<file path="src/rtl/hse_pkg.sv">
// Package: grid constants, widths and shared types for the stencil energy block.
`default_nettype none
package hse_pkg;
  localparam int GRID_SIZE = 64;
  localparam int CW = (GRID_SIZE > 1) ? $clog2(GRID_SIZE) : 1;
  localparam int PSI_W = 24;
  localparam int POT_W = 24;
  localparam int COEF_W = 32;
  localparam int AREA_W = 24;
  localparam int HPSI_W = 32;
  localparam int EN_W = 48;
  localparam int CFG_IDX_W = 2;
  localparam logic [CFG_IDX_W-1:0] REG_COEF_ROWS = 2'd0;
  localparam logic [CFG_IDX_W-1:0] REG_COEF_COLS = 2'd1;
  localparam logic [CFG_IDX_W-1:0] REG_AREA = 2'd2;

  typedef enum logic [1:0] {S_IDLE, S_READ, S_WAIT} st_t;

  typedef struct packed {
    logic              valid;
    logic              interior;
    logic              last;
  } ctl_t;
endpackage
`default_nettype wire

</file>
<file path="src/rtl/hse_linebuf.sv">
// Line buffers: psi rows r-2 and r-1 and potential row r-1, read then rewritten.
`default_nettype none
module hse_linebuf (
  input  wire logic clk,
  input  wire logic rd_en,
  input  wire logic [hse_pkg::CW-1:0] rd_addr,
  input  wire logic wr_en,
  input  wire logic [hse_pkg::CW-1:0] wr_addr,
  input  wire logic signed [hse_pkg::PSI_W-1:0] wr_up,
  input  wire logic signed [hse_pkg::PSI_W-1:0] wr_ctr,
  input  wire logic [hse_pkg::POT_W-1:0] wr_pot,
  output logic signed [hse_pkg::PSI_W-1:0] rd_up,
  output logic signed [hse_pkg::PSI_W-1:0] rd_ctr,
  output logic [hse_pkg::POT_W-1:0] rd_pot
);
  logic [hse_pkg::PSI_W-1:0] up_mem [hse_pkg::GRID_SIZE];
  logic [hse_pkg::PSI_W-1:0] ctr_mem [hse_pkg::GRID_SIZE];
  logic [hse_pkg::POT_W-1:0] pot_mem [hse_pkg::GRID_SIZE];

  always_ff @(posedge clk) begin
    if (wr_en) begin
      up_mem[wr_addr] <= wr_up;
      ctr_mem[wr_addr] <= wr_ctr;
      pot_mem[wr_addr] <= wr_pot;
    end
    if (rd_en) begin
      rd_up <= up_mem[rd_addr];
      rd_ctr <= ctr_mem[rd_addr];
      rd_pot <= pot_mem[rd_addr];
    end
  end
endmodule
`default_nettype wire

</file>
<file path="config.mk">
export PLATFORM = sky130hd
export DESIGN_NAME = hse_linebuf
export DESIGN_NICKNAME = d
export VERILOG_FILES = /design/src/rtl/hse_pkg.sv /design/src/rtl/hse_linebuf.sv
export SDC_FILE = /design/constraint.sdc
export NUM_CORES = 2
export LEC_CHECK = 0
export BUFFER_PORTS_ARGS = -buffer_cell sky130_fd_sc_hd__buf_4
export CAP_MARGIN = 10
export CORE_ASPECT_RATIO = 1.25
export CORE_MARGIN = 1.5
export CORE_UTILIZATION = 35
export DETAILED_ROUTE_END_ITERATION = 16
export GPL_TIMING_DRIVEN = 0
export SLEW_MARGIN = 20
export SYNTH_ARGS = -nofsm -noshare
export SYNTH_HDL_FRONTEND = slang
export SYNTH_MEMORY_MAX_BITS = 65536
export SYNTH_SLANG_ARGS = --single-unit
</file>
<file path="constraint.sdc">
create_clock -name clk -period 12.55 [get_ports clk]
set_clock_uncertainty 0.05 [all_clocks]
set_input_delay 0.6275 -clock clk [delete_from_list [all_inputs] [get_ports clk]]
set_output_delay 0.6275 -clock clk [all_outputs]
set_load 0.02 [all_outputs]
</file>
==> impl_metrics.toml <==
[sta]
hold_violations = 0
setup_ws_ns = 8.38
setup_viol = 0
setup_tns_ns = 0
grt_setup_unrepaired = "false"
clock.fmax_ghz = 0.240
report.final.slew_viol_count = 0
hold_ws_ns = 0.0448
worst_pin_slew_ns = 1.26
min_period_over_period_pct = 33.2
slew_headroom_pct = 15.7
fin_crit_ns = 4.17

[cts]
ctsResizeCount = 0
clk_pin_slew_ns = 0.06
cts_root_buffer = "clkbuf_16"
cts_buffers = 424
clock_sink_count = 4680
cts_tree = "done"
htree_levels = 5
clock_latency_ns = 1.06
max-clock-path-buffers = 4

[power_and_ir_drop]
finalPower_mw = 32.1
ir_drop_mv = 0.117
p_per_area_mw_per_mm2 = 154
p_leak_nw = 64.4

[floorplanning]
num_rows = 291
die_h_um = 796
num_io_pins = 159
chipWidth_um = 637
fp.dieArea_mm2 = 0.507
start_util_pct = 35.1
coreArea_mm2 = 0.502

[yosys]
synth_xor_area_share_pct = 0
syn_avg_cell_area_um2 = 24.1
syn_inst = 7314
synth_mux_area_share_pct = 15.4
synth_warnings = 0
synth_top_family_by_area = "multiplexers"
synth-adder-area-share_pct = 0
synth.distinct_cells = 31
synthSimpleGateAreaFrac_pct = 0.894
synth_area_leader_cell = "edfxtp_1"
syn_area_mm2 = 0.176
synth_nets = 7401
synth_area_leaders = "edfxtp_1, mux4_2, a22oi_1, buf_2, mux2i_1"
ys_seq_area_share_pct = 79.9
synth_top_area_share_pct = 79.9
synth_seq_cells = 4680
synth_compound_gate_area_share_pct = 2.72

[worst_setup_path]
reg2reg_from = "ctr_mem[34][16]"
rrSetupSlack_ns = 9.74
crit_arrival_ns = 4.80
setup.worst_path.start_class = "input pin"
path_class = "input pin to flip-flop"
required_ns = 13.18
reg2regPathDepth = 4
worstReg2RegEnd = "rd_ctr[16]"
cp-end-kind = "flip-flop"
cp-endpoint = "rd_ctr[16]"
cp_max_fo = 11
critPathLaunch = "rd_addr[1]"

[drt]
dr.pass1.iters = 6
dr_total_vias = 90700
drt_iter0_markers = 14200
via_per_inst = 5.92
drcViolationCount = 0
final_antenna_net_count = 0
wl_per_cell_um = 39.3
wirelength_um = 603000

[final_layout]
syn_to_final_growth_pct = 18.4
drive_above_1_share_pct = 31.1
mostFrequentLayoutCells = "edfxtp_1, mux4_2, clkbuf_16, a22oi_1, buf_2"
instances_no_fill = 15300
fin_area_mm2 = 0.208
fillCellCount = 42600
layout_commonest_cell = "edfxtp_1"
fin_util_pct = 41.5
finalNetCount = 8396

[place]
place_ws_ns = 7.45
placed_cell_area_mm2 = 0.194
hpwl_um = 420000
gp_congestion = 0.803
port_buffers = 151
dp.cells = 14500

[global_route]
grt_pass1_vias = 89700
grt_max_degree = 65
antenna_found_initial = 61
gr-usage-all-layers_pct = 23.3
grt_pass1_wl_um = 795000
grt_overflow = 0

[run]
drv_cap = 0

[worst_hold_path]
hp-class = "input pin to flip-flop"

[outcome]
outcome = "complete, no violations"
==> critical path, stage by stage <==
cell      delay, ns
buf_2          0.37
buf_4          0.48
buf_2          0.88
buf_2          0.55
mux4_2         0.37
a22oi_1        0.30
nand3b_1       0.54
o211a_1        0.62
==> synthesized netlist by cell type, drive strengths merged <==
master and instances:
or3b 5, nand2b 7, mux2 2, o221ai 54
o211a 72, nand2 11, edfxtp 4680, a211oi 70
o22ai 140, nor2b 9, nand3b 28, mux4 1151
a21oi 2, nor3 4, or2 3, nand4 2
nand3 127, mux2i 111, clkbuf 122, a221oi 3
buf 296, inv 1, or3 4, a22oi 288
and2 3, nor2 119
==> registers in the layout (all words and copies together), names as in the netlist <==
register,cells
ctr_mem,1536
pot_mem,1536
up_mem,1536
rd_ctr,24
rd_pot,24
rd_up,24
==> logic make-up after synthesis <==
| group | Yosys count |
|---|---|
| flops | 4680 |
| mux | 1264 |
| simple gates | 322 |
| buf+inv | 419 |
| compound gates | 629 |
==> area by class of cell <==
class | instances | area, um^2 | share of cell area [%]
inverter | 1 | 3.75 | 0.00180
tap | 6592 | 8250 | 3.96
antenna | 73 | 183 | 0.0877
buffer | 418 | 2100 | 1.01
clock inverter | 262 | 2610 | 1.25
sequential | 4680 | 141000 | 67.5
multi-input combinational | 2215 | 33900 | 16.3
clock buffer | 514 | 11000 | 5.28
timing repair buffer | 569 | 9720 | 4.67
==> power breakdown <==
part / internal, mW / switching [mW]
combinational: 0.583 / 1.25
sequential: 17.3 / 0.0349
clock: 7.00 / 5.92
==> per-layer routing <==
metal  track usage, %  vias up  routed length, um
met3             5.78     1337              65200
met4             14.6       36              43800
li1                 -    34000                  -
met5                0        -                253
met1             27.6    48800             202000
met2             38.1     6587             292000
==> timing repair <==
action	CTS	global route
hold buffers	5	0
setup buffers	0	0
hold endpoints to repair	69	0
==> worst min path at each step <==
stage | from | endpoint | slack [ns] | cells after the start
5_1_grt | wr_ctr[12] | ctr_mem[43][12] | 0.07 | 1
6_report | wr_pot[7] | pot_mem[20][7] | 0.04 | 1
3_5_place_dp | ctr_mem[31][8] | rd_ctr[8] | 0.90 | 4
2_1_floorplan | wr_ctr[0] | ctr_mem[0][0] | 0.68 | 0
4_1_cts | wr_ctr[9] | ctr_mem[41][9] | 0.002 | 1
3_3_place_gp | ctr_mem[12][14] | rd_ctr[14] | 0.91 | 4
Power figures use the tool's default switching activity.
